**src/rtl/bpc_pkg.sv**
```systemverilog
// Shared types, constants and register codes of the button press classifier.
package bpc_pkg;

   localparam int TIME_W    = 32;
   localparam int CFG_W     = 16;
   localparam int EVENT_W   = 2;
   localparam int CSR_IDX_W = 2;

   // press event codes
   localparam logic [EVENT_W-1:0] EV_SHORT = 2'd0;
   localparam logic [EVENT_W-1:0] EV_LONG  = 2'd1;
   localparam logic [EVENT_W-1:0] EV_HOLD  = 2'd2;

   // register indexes
   localparam logic [CSR_IDX_W-1:0] CSR_DEBOUNCE      = 2'd0;
   localparam logic [CSR_IDX_W-1:0] CSR_LONG_PRESS    = 2'd1;
   localparam logic [CSR_IDX_W-1:0] CSR_HOLD_INTERVAL = 2'd2;

   // register reset values
   localparam logic [CFG_W-1:0] DEBOUNCE_RST      = 16'd50;
   localparam logic [CFG_W-1:0] LONG_PRESS_RST    = 16'd1000;
   localparam logic [CFG_W-1:0] HOLD_INTERVAL_RST = 16'd200;

   typedef struct packed {
      logic              pin_level;
      logic [TIME_W-1:0] time_ms;
   } item_type;

   typedef struct packed {
      logic     valid;
      item_type item;
   } stage_type;

   typedef struct packed {
      logic [CFG_W-1:0] debounce_ms;
      logic [CFG_W-1:0] long_press_ms;
      logic [CFG_W-1:0] hold_interval_ms;
   } cfg_type;

endpackage

```
**src/rtl/bpc_channels.sv**
```systemverilog
// Valid/ready channel interfaces for pin samples and press events.
interface bpc_req_if;
   logic                          valid;
   logic                          ready;
   logic                          pin_level;
   logic [bpc_pkg::TIME_W-1:0]    time_ms;

   modport source (output valid, output pin_level, output time_ms, input ready);
   modport sink   (input valid, input pin_level, input time_ms, output ready);
endinterface

interface bpc_rsp_if;
   logic                          valid;
   logic                          ready;
   logic [bpc_pkg::EVENT_W-1:0]   press_event;

   modport source (output valid, output press_event, input ready);
   modport sink   (input valid, input press_event, output ready);
endinterface

```
**src/rtl/button_press_classifier.sv**
```systemverilog
// Top level of the button press classifier.
//
// Classifies presses of an active-low push button from timestamped samples.
// req_chan: one transfer per raw pin sample (pin_level, time_ms in ms, wraps).
// rsp_chan: zero or one transfer per sample carrying press_event:
//    EV_SHORT on release of a short press, EV_LONG on release after hold
//    mode, EV_HOLD repeating every hold interval while held.
// csr_*: write port for debounce, long-press and hold-interval times;
//    write only while no sample is in flight.
// Path: an accepted sample passes the input register, then the
//    classifier's result register, before its event is visible on rsp_chan.
// Throughput: one sample per cycle while rsp_chan does not stall; each
//    sample needs three 32-bit subtract/compare paths on the state registers.
// When rsp_chan stalls, the result register holds its event and the input
//    register still takes one more sample if empty; then req_chan.ready drops.
// Reset (synchronous, active high): pin state released, timers zero,
//    registers back to 50 / 1000 / 200 ms, both channels empty.
module button_press_classifier (
   input  logic                           clock,
   input  logic                           reset,
   bpc_req_if.sink                        req_chan,
   bpc_rsp_if.source                      rsp_chan,
   input  logic                           csr_we,
   input  logic [bpc_pkg::CSR_IDX_W-1:0]  csr_index,
   input  logic [bpc_pkg::CFG_W-1:0]      csr_wdata
);

   bpc_pkg::cfg_type   cfg;
   bpc_pkg::item_type  req_item;
   bpc_pkg::stage_type stage;
   logic               advance;

   assign req_item.pin_level = req_chan.pin_level;
   assign req_item.time_ms   = req_chan.time_ms;

   bpc_csr u_csr (
      .clock     (clock),
      .reset     (reset),
      .csr_we    (csr_we),
      .csr_index (csr_index),
      .csr_wdata (csr_wdata),
      .cfg       (cfg)
   );

   // sample register
   bpc_input_stage u_input (
      .clock     (clock),
      .reset     (reset),
      .req_valid (req_chan.valid),
      .req_item  (req_item),
      .advance   (advance),
      .req_ready (req_chan.ready),
      .stage     (stage)
   );

   // debounce, press tracking and event register
   bpc_classify u_classify (
      .clock           (clock),
      .reset           (reset),
      .cfg             (cfg),
      .stage           (stage),
      .rsp_ready       (rsp_chan.ready),
      .advance         (advance),
      .rsp_valid       (rsp_chan.valid),
      .rsp_press_event (rsp_chan.press_event)
   );

endmodule

```
**src/rtl/bpc_csr.sv**
```systemverilog
// Configuration registers of the button press classifier.
module bpc_csr (
   input  logic                           clock,
   input  logic                           reset,
   input  logic                           csr_we,
   input  logic [bpc_pkg::CSR_IDX_W-1:0]  csr_index,
   input  logic [bpc_pkg::CFG_W-1:0]      csr_wdata,
   output bpc_pkg::cfg_type               cfg
);

   bpc_pkg::cfg_type cfg_ff;
   bpc_pkg::cfg_type cfg_in;

   always_comb begin
      cfg_in = cfg_ff;
      if (csr_we) begin
         unique case (csr_index)
            bpc_pkg::CSR_DEBOUNCE:      cfg_in.debounce_ms      = csr_wdata;
            bpc_pkg::CSR_LONG_PRESS:    cfg_in.long_press_ms    = csr_wdata;
            bpc_pkg::CSR_HOLD_INTERVAL: cfg_in.hold_interval_ms = csr_wdata;
            default:                    cfg_in = cfg_ff;
         endcase
      end
   end

   always_ff @(posedge clock) begin
      if (reset) begin
         cfg_ff.debounce_ms      <= bpc_pkg::DEBOUNCE_RST;
         cfg_ff.long_press_ms    <= bpc_pkg::LONG_PRESS_RST;
         cfg_ff.hold_interval_ms <= bpc_pkg::HOLD_INTERVAL_RST;
      end else begin
         cfg_ff <= cfg_in;
      end
   end

   assign cfg = cfg_ff;

endmodule

```
**src/rtl/bpc_input_stage.sv**
```systemverilog
// Input register holding one accepted pin sample.
module bpc_input_stage (
   input  logic                clock,
   input  logic                reset,
   input  logic                req_valid,
   input  bpc_pkg::item_type   req_item,
   input  logic                advance,
   output logic                req_ready,
   output bpc_pkg::stage_type  stage
);

   logic              valid_ff;
   logic              valid_in;
   bpc_pkg::item_type item_ff;
   logic              take;

   // free when empty or when the held sample moves on this cycle
   assign req_ready = !valid_ff || advance;
   assign take      = req_valid && req_ready;

   always_comb begin
      valid_in = valid_ff;
      if (take) begin
         valid_in = 1'b1;
      end else if (advance) begin
         valid_in = 1'b0;
      end
   end

   always_ff @(posedge clock) begin
      if (reset) begin
         valid_ff <= 1'b0;
      end else begin
         valid_ff <= valid_in;
      end
   end

   always_ff @(posedge clock) begin
      if (take) begin
         item_ff <= req_item;
      end
   end

   assign stage.valid = valid_ff;
   assign stage.item  = item_ff;

endmodule

```
**src/rtl/bpc_classify.sv**
```systemverilog
// Debounce and press classification state with the result register.
module bpc_classify (
   input  logic                         clock,
   input  logic                         reset,
   input  bpc_pkg::cfg_type             cfg,
   input  bpc_pkg::stage_type           stage,
   input  logic                         rsp_ready,
   output logic                         advance,
   output logic                         rsp_valid,
   output logic [bpc_pkg::EVENT_W-1:0]  rsp_press_event
);

   localparam int TW = bpc_pkg::TIME_W;

   logic          stable_level_ff, stable_level_in;
   logic          previous_raw_ff, previous_raw_in;
   logic [TW-1:0] change_time_ff,  change_time_in;
   logic [TW-1:0] press_start_ff,  press_start_in;
   logic          is_pressed_ff,   is_pressed_in;
   logic          long_reached_ff, long_reached_in;
   logic          hold_mode_ff,    hold_mode_in;
   logic [TW-1:0] last_hold_ff,    last_hold_in;
   logic          rsp_valid_ff,    rsp_valid_in;
   logic [bpc_pkg::EVENT_W-1:0] event_ff, event_in;

   logic          fire;
   logic          raw;
   logic [TW-1:0] now;
   logic          changed;
   logic [TW-1:0] steady_time;
   logic [TW-1:0] dur;
   logic [TW-1:0] press_age;
   logic [TW-1:0] hold_age;
   logic          settle;
   logic          press;
   logic          release_hit;
   logic          reach_long;
   logic          hold_fire;
   logic          found;
   logic [bpc_pkg::EVENT_W-1:0] event_code;

   // the held sample moves on when the result slot is empty or draining
   assign advance = !rsp_valid_ff || rsp_ready;
   assign fire    = stage.valid && advance;
   assign raw     = stage.item.pin_level;
   assign now     = stage.item.time_ms;

   // a fresh edge restarts the steady timer, so it cannot settle this sample
   assign changed     = raw != previous_raw_ff;
   assign steady_time = now - change_time_ff;
   assign settle      = !changed && (steady_time > TW'(cfg.debounce_ms))
                        && (raw != stable_level_ff);
   assign press       = settle && !raw;
   assign release_hit = settle && raw;

   assign dur       = now - press_start_ff;
   assign press_age = press ? '0 : dur;
   assign reach_long = (press || (is_pressed_ff && !release_hit))
                       && (press || !long_reached_ff)
                       && (press_age >= TW'(cfg.long_press_ms));

   assign hold_age  = now - last_hold_ff;

   always_comb begin
      stable_level_in = settle ? raw : stable_level_ff;
      change_time_in  = changed ? now : change_time_ff;
      press_start_in  = press ? now : press_start_ff;
      is_pressed_in   = is_pressed_ff;
      long_reached_in = long_reached_ff;
      hold_mode_in    = hold_mode_ff;
      if (press) begin
         is_pressed_in   = 1'b1;
         long_reached_in = 1'b0;
         hold_mode_in    = 1'b0;
      end else if (release_hit) begin
         is_pressed_in   = 1'b0;
         long_reached_in = 1'b0;
         hold_mode_in    = 1'b0;
      end
      if (reach_long) begin
         long_reached_in = 1'b1;
         hold_mode_in    = 1'b1;
      end
   end

   assign hold_fire    = hold_mode_in && (hold_age >= TW'(cfg.hold_interval_ms));
   assign last_hold_in = hold_fire ? now : last_hold_ff;

   // a hold repeat has priority, but a release clears hold mode, so the two never meet
   always_comb begin
      found      = 1'b0;
      event_code = bpc_pkg::EV_SHORT;
      priority if (hold_fire) begin
         found      = 1'b1;
         event_code = bpc_pkg::EV_HOLD;
      end else if (release_hit && hold_mode_ff) begin
         found      = 1'b1;
         event_code = bpc_pkg::EV_LONG;
      end else if (release_hit && !long_reached_ff && (dur < TW'(cfg.long_press_ms))) begin
         found      = 1'b1;
         event_code = bpc_pkg::EV_SHORT;
      end
   end

   always_comb begin
      rsp_valid_in = rsp_valid_ff;
      event_in     = event_ff;
      if (fire) begin
         rsp_valid_in = found;
         event_in     = event_code;
      end else if (rsp_ready) begin
         rsp_valid_in = 1'b0;
      end
   end

   always_ff @(posedge clock) begin
      if (reset) begin
         stable_level_ff <= 1'b1;
         previous_raw_ff <= 1'b1;
         change_time_ff  <= '0;
         press_start_ff  <= '0;
         is_pressed_ff   <= 1'b0;
         long_reached_ff <= 1'b0;
         hold_mode_ff    <= 1'b0;
         last_hold_ff    <= '0;
         rsp_valid_ff    <= 1'b0;
      end else begin
         rsp_valid_ff <= rsp_valid_in;
         if (fire) begin
            stable_level_ff <= stable_level_in;
            previous_raw_ff <= raw;
            change_time_ff  <= change_time_in;
            press_start_ff  <= press_start_in;
            is_pressed_ff   <= is_pressed_in;
            long_reached_ff <= long_reached_in;
            hold_mode_ff    <= hold_mode_in;
            last_hold_ff    <= last_hold_in;
         end
      end
   end

   always_ff @(posedge clock) begin
      event_ff <= event_in;
   end

   assign rsp_valid       = rsp_valid_ff;
   assign rsp_press_event = event_ff;

endmodule
```
**src/flat_wrapper.sv**
```systemverilog
// flat-port wrapper written by rule: the top's interface ports become plain ports
module button_press_classifier_flat 
  (clock, reset, csr_we, csr_index, csr_wdata, req_chan_valid, req_chan_pin_level, req_chan_time_ms, req_chan_ready, rsp_chan_valid, rsp_chan_press_event, rsp_chan_ready);
  bpc_req_if req_chan_i ();
  bpc_rsp_if rsp_chan_i ();
  input  logic clock;
  input  logic reset;
  input  logic csr_we;
  input  logic [bpc_pkg::CSR_IDX_W-1:0] csr_index;
  input  logic [bpc_pkg::CFG_W-1:0] csr_wdata;
  input wire logic [$bits(req_chan_i.valid)-1:0] req_chan_valid;
  input wire logic [$bits(req_chan_i.pin_level)-1:0] req_chan_pin_level;
  input wire logic [$bits(req_chan_i.time_ms)-1:0] req_chan_time_ms;
  output wire logic [$bits(req_chan_i.ready)-1:0] req_chan_ready;
  output wire logic [$bits(rsp_chan_i.valid)-1:0] rsp_chan_valid;
  output wire logic [$bits(rsp_chan_i.press_event)-1:0] rsp_chan_press_event;
  input wire logic [$bits(rsp_chan_i.ready)-1:0] rsp_chan_ready;
  assign req_chan_i.valid = req_chan_valid;
  assign req_chan_i.pin_level = req_chan_pin_level;
  assign req_chan_i.time_ms = req_chan_time_ms;
  assign req_chan_ready = req_chan_i.ready;
  assign rsp_chan_valid = rsp_chan_i.valid;
  assign rsp_chan_press_event = rsp_chan_i.press_event;
  assign rsp_chan_i.ready = rsp_chan_ready;
  button_press_classifier u_core (.clock(clock), .reset(reset), .req_chan(req_chan_i), .rsp_chan(rsp_chan_i), .csr_we(csr_we), .csr_index(csr_index), .csr_wdata(csr_wdata));
endmodule
```
**config.mk**
```make
export PLATFORM = sky130hd
export DESIGN_NAME = button_press_classifier_flat
export DESIGN_NICKNAME = d
export VERILOG_FILES = /design/src/rtl/bpc_pkg.sv /design/src/rtl/bpc_channels.sv /design/src/rtl/button_press_classifier.sv /design/src/rtl/bpc_csr.sv /design/src/rtl/bpc_input_stage.sv /design/src/rtl/bpc_classify.sv /design/src/flat_wrapper.sv
export SDC_FILE = /design/constraint.sdc
export NUM_CORES = 1
export LEC_CHECK = 0
export BUFFER_PORTS_ARGS = -buffer_cell sky130_fd_sc_hd__buf_2
export CAP_MARGIN = 20
export CORE_MARGIN = 1
export CORE_UTILIZATION = 50
export CTS_CLUSTER_DIAMETER = 60
export DETAILED_ROUTE_END_ITERATION = 8
export GPL_TIMING_DRIVEN = 0
export PLACE_DENSITY = 0.63
export SLEW_MARGIN = 20
export SYNTH_ARGS = -nofsm -noshare
export SYNTH_HDL_FRONTEND = slang
export SYNTH_SLANG_ARGS = --single-unit
```
**constraint.sdc**
```tcl
create_clock -name clock -period 8.35 [get_ports clock]
set_clock_uncertainty 0.05 [all_clocks]
set_input_delay 2.505 -clock clock [delete_from_list [all_inputs] [get_ports clock]]
set_output_delay 2.505 -clock clock [all_outputs]
set_load 0.01 [all_outputs]
```
== After elaboration in Yosys (flattened, before gate mapping) ==
Index checks and enable logic that the tools add are counted.
Widths: inputs -> output; s select.

* Flip-flop bits (word level): 186
* Input port bits: 56

* Add/subtract/negate cells: 3
* Magnitude comparators: 4
* Equality and inequality tests: 4
* Mux-type cells: 16
* Reduce and logical (&&, ||, !) cells: 37

{| class="wikitable"
|+ Operators with widths
! kind !! count
|-
| $sub 32x32->32 || 3
|-
| $ge 32x16->1 || 2
|-
| $gt 32x16->1 || 1
|-
| $lt 32x16->1 || 1
|-
| $mux 32 || 1
|-
| $reduce_and 2->1 || 9
|-
| $mux 1 || 15
|-
| $logic_and 1x1->1 || 13
|-
| $logic_not 1->1 || 6
|-
| $reduce_bool 2->1 || 3
|-
| $logic_or 1x1->1 || 4
|-
| $reduce_bool 3->1 || 1
|-
| $eq 2x1->1 const B || 1
|-
| $eq 2x2->1 const B || 1
|-
| $logic_not 2->1 || 1
|-
| $ne 1x1->1 || 2
|}

== Logic depth before layout (Yosys ltp) ==
Gate-level depths: netlist of the first run.

* Word-level depth: 14
* Gate-level depth with buffers: 35
* Depth with buffers taken out: 32

== Hierarchy ==
A second synthesis of the first run with hierarchy kept.

* Cell total of the unflattened synthesis: 1804
* Area, all modules: 14647.8 µm²

{| class="wikitable"
|+ By module, submodules not included
! module !! times used !! cells each !! area each (µm²) !! sequential area each (µm²)
|-
| bpc_classify || 1 || 1578 || 11641.2 || 2102.0
|-
| bpc_csr || 1 || 187 || 1953.1 || 960.9
|-
| bpc_input_stage || 1 || 39 || 1053.5 || 1011.0
|}

== Worst setup path after synthesis of the first run ==
Ideal clock, no wire load.

* Path kind: register to register
* Start: reg u_core.u_input.item_ff, in the netlist u_core.u_input.stage[0]
* End: reg u_core.u_classify.last_hold_ff[10]
* Arrival time: 6.358 ns
* Slack: 1.822 ns
* Cell stages (with the launch flop): 35
* Path buffers: 3
* Period minus slack after synthesis: 6.528 ns
* Path through: edfxtp_1 > inv_1 > ha_1 > fa_1 > nand2b_1 > a21oi_1 > nor2_1 > o21ai_0 > a21o_1 > a21oi_1 > xnor2_1 > ha_1 > nand4_1 > nor4_1 > a211oi_1 > a2111oi_1 > nand4b_1 > nor4_2 > a31oi_1 > clkbuf_1 > or2_2 > ha_1 > nand2b_1 > a21o_1 > a21o_1 > a21oi_1 > o21ai_0 > a21oi_1 > o21a_1 > a21boi_0 > o221a_2 > o211a_1 > buf_6 > buf_6 > mux2i_1

* Longest elaborated chain between the ends: 13

{| class="wikitable"
|+ Ends and longest elaborated chain
! element !! RTL line !! RTL
|-
| from (decl) || bpc_input_stage.sv:14 || <nowiki>bpc_pkg::item_type item_ff;</nowiki>
|-
| from (signal assigned) || bpc_input_stage.sv:40 || <nowiki>item_ff <= req_item;</nowiki>
|-
| parallel branches: the longest is 11 deep, another holds $sub 32x32->32 || -- ||
|-
| $logic_and 1x1->1 * || bpc_classify.sv:86 || <nowiki>assign hold_fire = hold_mode_in && (hold_age >= TW'(cfg.hold_interval_ms));</nowiki>
|-
| $reduce_and 2->1 (no source line) * || -- ||
|-
| to (signal assigned) || bpc_classify.sv:137 || <nowiki>last_hold_ff <= last_hold_in;</nowiki>
|-
| to (decl) || bpc_classify.sv:22 || <nowiki>logic [TW-1:0] last_hold_ff, last_hold_in;</nowiki>
|}

Mark *: on every way between the ends.
A chain may end at the register's enable or synchronous reset.

== Worst setup path after layout of the first run ==
* Start: reg u_core.u_input.item_ff, in the netlist u_core.u_input.stage[0]
* End: reg u_core.u_classify.last_hold_ff[15]

The elaborated chain is that of the path after synthesis.

==> results.md, run 1 <==
- Post-synthesis cell area: between 10000 and 15000 um^2
- Fin cells: about 2300
- Clock transition at path regs: around 70 ps
- RSZ-0062 raised after global routing: no
- Via density: between 5 and 6
- Setup ws final: approximately 340 ps
- Pwr Total: 2.46 mW
- WS Path Type: flip-flop to flip-flop
- Post-DP HPWL: about 32000 um
- Maxcap violations: 0
- Syn_area_per_cell: approximately 8 um^2
- Commonest non-fill, non-tap cells in the layout: nand2_1 (240), a21oi_1 (200), inv_1 (168)
- Final setup viols: 0
- Core Rows: 62
- CP Launch Type: flip-flop
- # DRC: 0
- Library cells used by synthesis: between 80 and 90
- R2R cell count: 34
- CP Data Arrival Time: about 8300 ps
- Hold slack: between 400 and 500 ps
- Routability congestion estimate: around 0.96
- CTS tree: yes
- Area Overhead vs Synth: 9.62%
- First-pass GRT wire length: approximately 64000 um
- TNS Setup: 0 ps
- Aggregate global-route resource usage: a little over a quarter
- Initial core utilization: about 51%
- Post-Place Cell Area: between 15000 and 20000 um^2
- Final Cycle Share: between 90% and 100%
- Largest net degree at the start of global routing: 32
- CTS H-tree depth: 4
- Worst-skew pair later-pin latency: 450 ps
- CORE AREA: 28700 um^2
- Number of inserted diodes: 0
- Dominant synthesized flop cell: dfxtp_1
- WP data required: about 8600 ps
- Layout Utilization: between 50% and 60%
- CP endpoint kind: flip-flop
- Pre-CTS WS: roughly 100 ps
- Pleak: 6.04 nW
- Fillers: 2786
- First drt pass iteration count: 6
- Number of setup buffers added after CTS: 0
- CP peak stage delay: around 460 ps
- CP endpoint: u_core.u_classify.last_hold_ff[15]
- Pwr dens: approximately 150 nW/um^2
- Ports: 60
- Register area share after synthesis: between 20 and 30%
- FFs w/ async S/R, synth: 0%
- CTS buffer count: 17
- R2R setup slack: around 340 ps
- Footprint of the multi-input gates: 9540 um^2
- Post-Syn Instances: approximately 1900
- Nets@finish: around 2100
- R2R Path Start: u_core.u_input.stage[0]
- Root Driver: clkbuf_16
- Syn nets: 2070
- Fmax: about 120 MHz
- Reg area: about 4100 um^2
- Total gr overflow: 0
- Tmin final: roughly 8000 ps
- Synth warnings: 0
- Drt total wl: about 40000 um
- Hold crit path type: flip-flop to flip-flop
- Worst setup path start: u_core.u_input.stage[0]
- CTS max path bufs: 2
- Final Hold Fails: 0
- Max-slew headroom: about a third
- R2r endpoint: u_core.u_classify.last_hold_ff[15]
- Number of synthesized register bits: ~190
- Via Count: around 13000
- Crit-path max FO: 10
- EDFF count, synth: 35
- WL/cell: 17.2 um
- Initial detailed-routing violation count: between 800 and 900
- Remaining antenna violation count after routing: 0
- Post-route cell area: 16000 um^2
- Most common cell after layout, fill and taps aside: nand2_1
- Die H: around 170 um
- Port Buffers: 58
- Peak supply drop: between 0.00015 and 0.0002 V
- Worst slew pin tran: just under 1000 ps
- Outcome: finished, final reports clean
- Pins Over Slew Limit: 0
- Die Wd: 173 um
- Clock sink count: about 190
- Layout cell share with drive strength beyond 1: between 7 and 8%
- Vias in the first global route: approximately 13000
- Slowest cell on crit path: edfxtp_1
- Full die area: ~30000 um^2
- Placed insts: between 2000 and 2500
- Initial antenna violation count: 0
-- cell usage after synthesis, types with 5 or more instances --
master     number  area share (%)
a21oi_1       201             6.9
or2_2           7            0.30
xnor2_1        35             2.1
edfxtp_1       35             7.2
o21bai_1        8            0.41
and2_1          7            0.30
and3_1         13            0.56
and4_1          9            0.54
or4_1           5            0.26
o2111ai_1       9            0.54
nand4_1        34             1.5
ha_1          156              13
o21a_1         29             1.5
nor4_1          8            0.34
nand2_1       240             6.2
a21o_1         36             1.9
nor3_1         29            0.99
clkbuf_1       53             1.4
a211oi_1       18            0.93
inv_1         168             4.3
a21boi_0        7            0.36
o31ai_1         7            0.36
nor2b_1        24             1.0
buf_2          22            0.75
a211o_1        20             1.2
buf_6           5            0.39
a31oi_1         9            0.39
nand3_1        20            0.69
o21ai_0        71             2.4
or3_1          14            0.60
o211ai_1       19            0.98
nor2_1        116             3.0
xor2_1         25             1.5
mux2i_1        69             4.7
dfxtp_1       151              21
nand2b_1       82             3.5
-- power breakdown --
part	total, mW	internal (mW)	switching (mW)
clock network	0.828	0.438	0.391
registers	0.981	0.946	0.0355
logic	0.646	0.261	0.385
total	2.46	1.64	0.811
-- worst min-delay path by stage --
stage / from / end / cells after the start
floorplan: u_core.u_classify.change_time_ff[10] / u_core.u_classify.change_time_ff[10] / 2
global placement: u_core.u_classify.change_time_ff[18] / u_core.u_classify.change_time_ff[18] / 2
detailed placement: u_core.u_classify.change_time_ff[20] / u_core.u_classify.change_time_ff[20] / 2
CTS: u_core.u_classify.change_time_ff[20] / u_core.u_classify.change_time_ff[20] / 2
global route: u_core.u_classify.change_time_ff[21] / u_core.u_classify.change_time_ff[21] / 2
finish: u_core.u_csr.cfg[34] / u_core.u_csr.cfg[34] / 2
-- what timing repair did --
action	4_1_cts	5_1_grt
resized for setup	0	4
hold buffers	0	0
setup endpoints to repair	0	33
-- worst max-delay path, delay by kind of cell (launching register included) --
family | cells | cell delay, ps
simple gates | 8 | 1920
mux | 1 | 130
xor+xnor | 1 | 160
compound gates | 16 | 3130
flops | 1 | 460
buf+inv | 4 | 780
fa+ha+maj | 4 | 1230
-- routing by layer --
| layer | part of all wire (%) | vias up | wire length (um) | GRT usage, % |
|---|---|---|---|---|
| met5 | 0 | - | 0 | 0 |
| met4 | 2.6 | 0 | 1040 | 9.26 |
| met3 | 4.8 | 52 | 1920 | 3.83 |
| met2 | 46 | 351 | 18300 | 44.8 |
| met1 | 47 | 6136 | 18800 | 35.2 |
| li1 | - | 6704 | - | - |
-- cell type report --
class | instances | share of cell area, %
clock inverter | 13 | 0.805
multi-input combinational | 1417 | 59.6
clock buffer | 19 | 2.84
buffer | 84 | 2.41
sequential | 186 | 25.5
tap | 384 | 3.00
timing repair buffer | 59 | 1.94
inverter | 168 | 3.94
-- logic make-up (layout without fill, tap and decap cells) --
group / Yosys count / in the layout / share of synthesized area [%]
simple gates: 627 / 627 / 20.9
fa+ha+maj: 159 / 159 / 13.8
compound gates: 498 / 498 / 21.8
xor+xnor: 60 / 60 / 3.60
mux: 73 / 73 / 5.04
buf+inv: 252 / 343 / 6.96
flops: 186 / 186 / 27.9
-- flip-flops by register name, summed over array words and instances (netlist names), 2 cells and up --
signal                             count
u_core.u_classify.change_time_ff      32
u_core.u_classify.last_hold_ff        32
u_core.u_classify.press_start_ff      32
u_core.u_classify.rsp_press_event      2
u_core.u_csr.cfg                      48
u_core.u_input.stage                  33
No activity file was read; power rests on OpenSTA's default activity.
==> inputs of run 2 (changes only) <==
--- a/config.mk
+++ b/config.mk
@@ -8,11 +8,11 @@
 export BUFFER_PORTS_ARGS = -buffer_cell sky130_fd_sc_hd__buf_2
 export CAP_MARGIN = 20
 export CORE_MARGIN = 1
-export CORE_UTILIZATION = 50
+export CORE_UTILIZATION = 35
 export CTS_CLUSTER_DIAMETER = 60
 export DETAILED_ROUTE_END_ITERATION = 8
 export GPL_TIMING_DRIVEN = 0
-export PLACE_DENSITY = 0.63
+export PLACE_DENSITY = 0.46
 export SLEW_MARGIN = 20
 export SYNTH_ARGS = -nofsm -noshare
 export SYNTH_HDL_FRONTEND = slang
==> results.md, run 2 (same netlist as run 1, synthesis figures left out) <==
- CP Launch Type: flip-flop
- Number of inserted diodes: 0
- Worst slew pin tran: a little under 1000 ps
- Clock transition at path regs: around 70 ps
- Worst setup path start: u_core.u_input.stage[1]
- Vias in the first global route: about 13000
- Initial core utilization: a little over a third
- Nets@finish: about 2200
- Full die area: around 43000 um^2
- Max-slew headroom: roughly a third
- Pwr Total: between 2 and 2.5 mW
- Layout cell share with drive strength beyond 1: ~8%
- Via density: about 5.2
- Pre-CTS WS: -79.0 ps
- Initial antenna violation count: 0
- # DRC: 0
- Aggregate global-route resource usage: 21.2%
- Outcome: finished, final reports clean
- First-pass GRT wire length: slightly below 70000 um
- Tmin final: between 7000 and 8000 ps
- Maxcap violations: 0
- Initial detailed-routing violation count: 673
- Worst hold path stage count: 2
- Largest net degree at the start of global routing: 30
- Setup ws final: between 500 and 600 ps
- Most common cell after layout, fill and taps aside: nand2_1
- Via Count: approximately 13000
- Crit-path most repeated cell: ha_1
- Core Rows: 74
- Slowest cell on crit path: edfxtp_1
- Hold crit path type: flip-flop to flip-flop
- CTS buffer count: 17
- Drt total wl: 43700 um
- Final Hold Fails: 0
- CP endpoint kind: flip-flop
- Final setup viols: 0
- Pins Over Slew Limit: 0
- # hold bufs at CTS: 0
- Peak supply drop: ~0.00014 V
- Ports: 60
- WL/cell: approximately 18 um
- CP peak stage delay: 590 ps
- Fmax: about 130 MHz
- WS Path Type: flip-flop to flip-flop
- Pleak: between 6 and 7 nW
- Root Driver: clkbuf_16
- Clock sink count: between 150 and 200
- Crit-path max FO: 10
- R2R cell count: 31
- Area Overhead vs Synth: 11.2%
- Worst Path Buf+Inv: 3
- Worst Hold Launch: u_core.u_classify.change_time_ff[9]
- Die H: 206 um
- Routability congestion estimate: approximately 0.90
- Largest register FFs: 48
- Layout Utilization: between 30% and 40%
- Final Cycle Share: a little over nine tenths
- Top delay family on crit path: compound AO/OA/AOI/OAI gates
- RSZ-0062 raised after global routing: no
- CP Data Arrival Time: roughly 8100 ps
- CTS H-tree depth: 4
- Post-DP HPWL: ~36000 um
- Commonest non-fill, non-tap cells in the layout: nand2_1 (240), a21oi_1 (200), inv_1 (168)
- Die Wd: about 210 um
- Remaining antenna violation count after routing: 0
- R2r endpoint: u_core.u_classify.last_hold_ff[12]
- CORE AREA: 41000 um^2
- CTS max path bufs: 2
- Hold EP: u_core.u_classify.change_time_ff[9]
- R2R setup slack: 520 ps
- First drt pass iteration count: 5
- WP depth: 31
- R2R Path Start: u_core.u_input.stage[1]
- Total gr overflow: 0
- Port Buffers: between 50 and 60
- WP data required: slightly below 9000 ps
- CTS tree: yes
- Pwr dens: 151 nW/um^2
- Worst-skew pair later-pin latency: 460 ps
[run 2: cell count changes in the layout (fill, tap and decap cells not counted), sizes merged]
cell      previous run  this run
clkinvlp             1         2
bufinv               1         0
clkbuf              73        75
clkinv               3         5
buf                 89        95
inv                176       172
[run 2: through the flow]
stage / hold slack, ps / cells / instance area, um^2 / setup TNS (ps)
floorplan: 386 / 1855 / 14600 / 0
global placement: 393 / 2445 / 15600 / -7980
detailed placement: 397 / 2446 / 15600 / -2130
CTS: 407 / 2478 / 16200 / 0
global route: 420 / 2484 / 16200 / 0
finish: 405 / 2484 / 16200 / 0
[run 2: worst max path at each step]
stage,end,slack [ps]
floorplan,u_core.u_classify.last_hold_ff[10],1820
global route,u_core.u_classify.last_hold_ff[30],50
CTS,u_core.u_classify.last_hold_ff[18],40
finish,u_core.u_classify.last_hold_ff[12],520
detailed placement,u_core.u_classify.last_hold_ff[18],-80
global placement,u_core.u_classify.last_hold_ff[1],-260
[run 2: worst min-delay path, cell delays in order (launching register included)]
cell     delay [ps]
dfxtp_1         310
nand2_1          50
a21oi_1          50
[run 2: power breakdown]
part	internal (mW)	switching (mW)	leakage (nW)	total, mW
registers	0.946	0.0367	1.57	0.983
logic	0.262	0.392	4.22	0.654
clock network	0.427	0.382	0.280	0.809
total	1.64	0.810	6.07	2.45
[run 2: layout make-up]
cell class,instances,area [um^2]
Sequential cell,186,4070
Clock buffer,21,493
Clock inverter,11,81.3
Tap cell,532,666
Inverter,168,631
Buffer,84,387
Fill cell,4352,24800
Multi-Input combinational cell,1417,9540
Timing Repair Buffer,65,355
[run 2: metal layers]
layer	track usage (%)	vias up	wire length, um	share of wire, %
li1	-	6744	-	-
met1	28.1	5996	21300	49
met2	35.9	173	20500	47
met3	2.43	44	1110	2.5
met4	6.28	0	823	1.9
met5	0	-	0	0
[run 2: repair_timing]
| action | 4_1_cts | 5_1_grt |
|---|---|---|
| gates resized for setup | 2 | 4 |
| endpoints found under the setup margin | 30 | 35 |
| setup buffers | 0 | 6 |
| pin swaps | 0 | 0 |
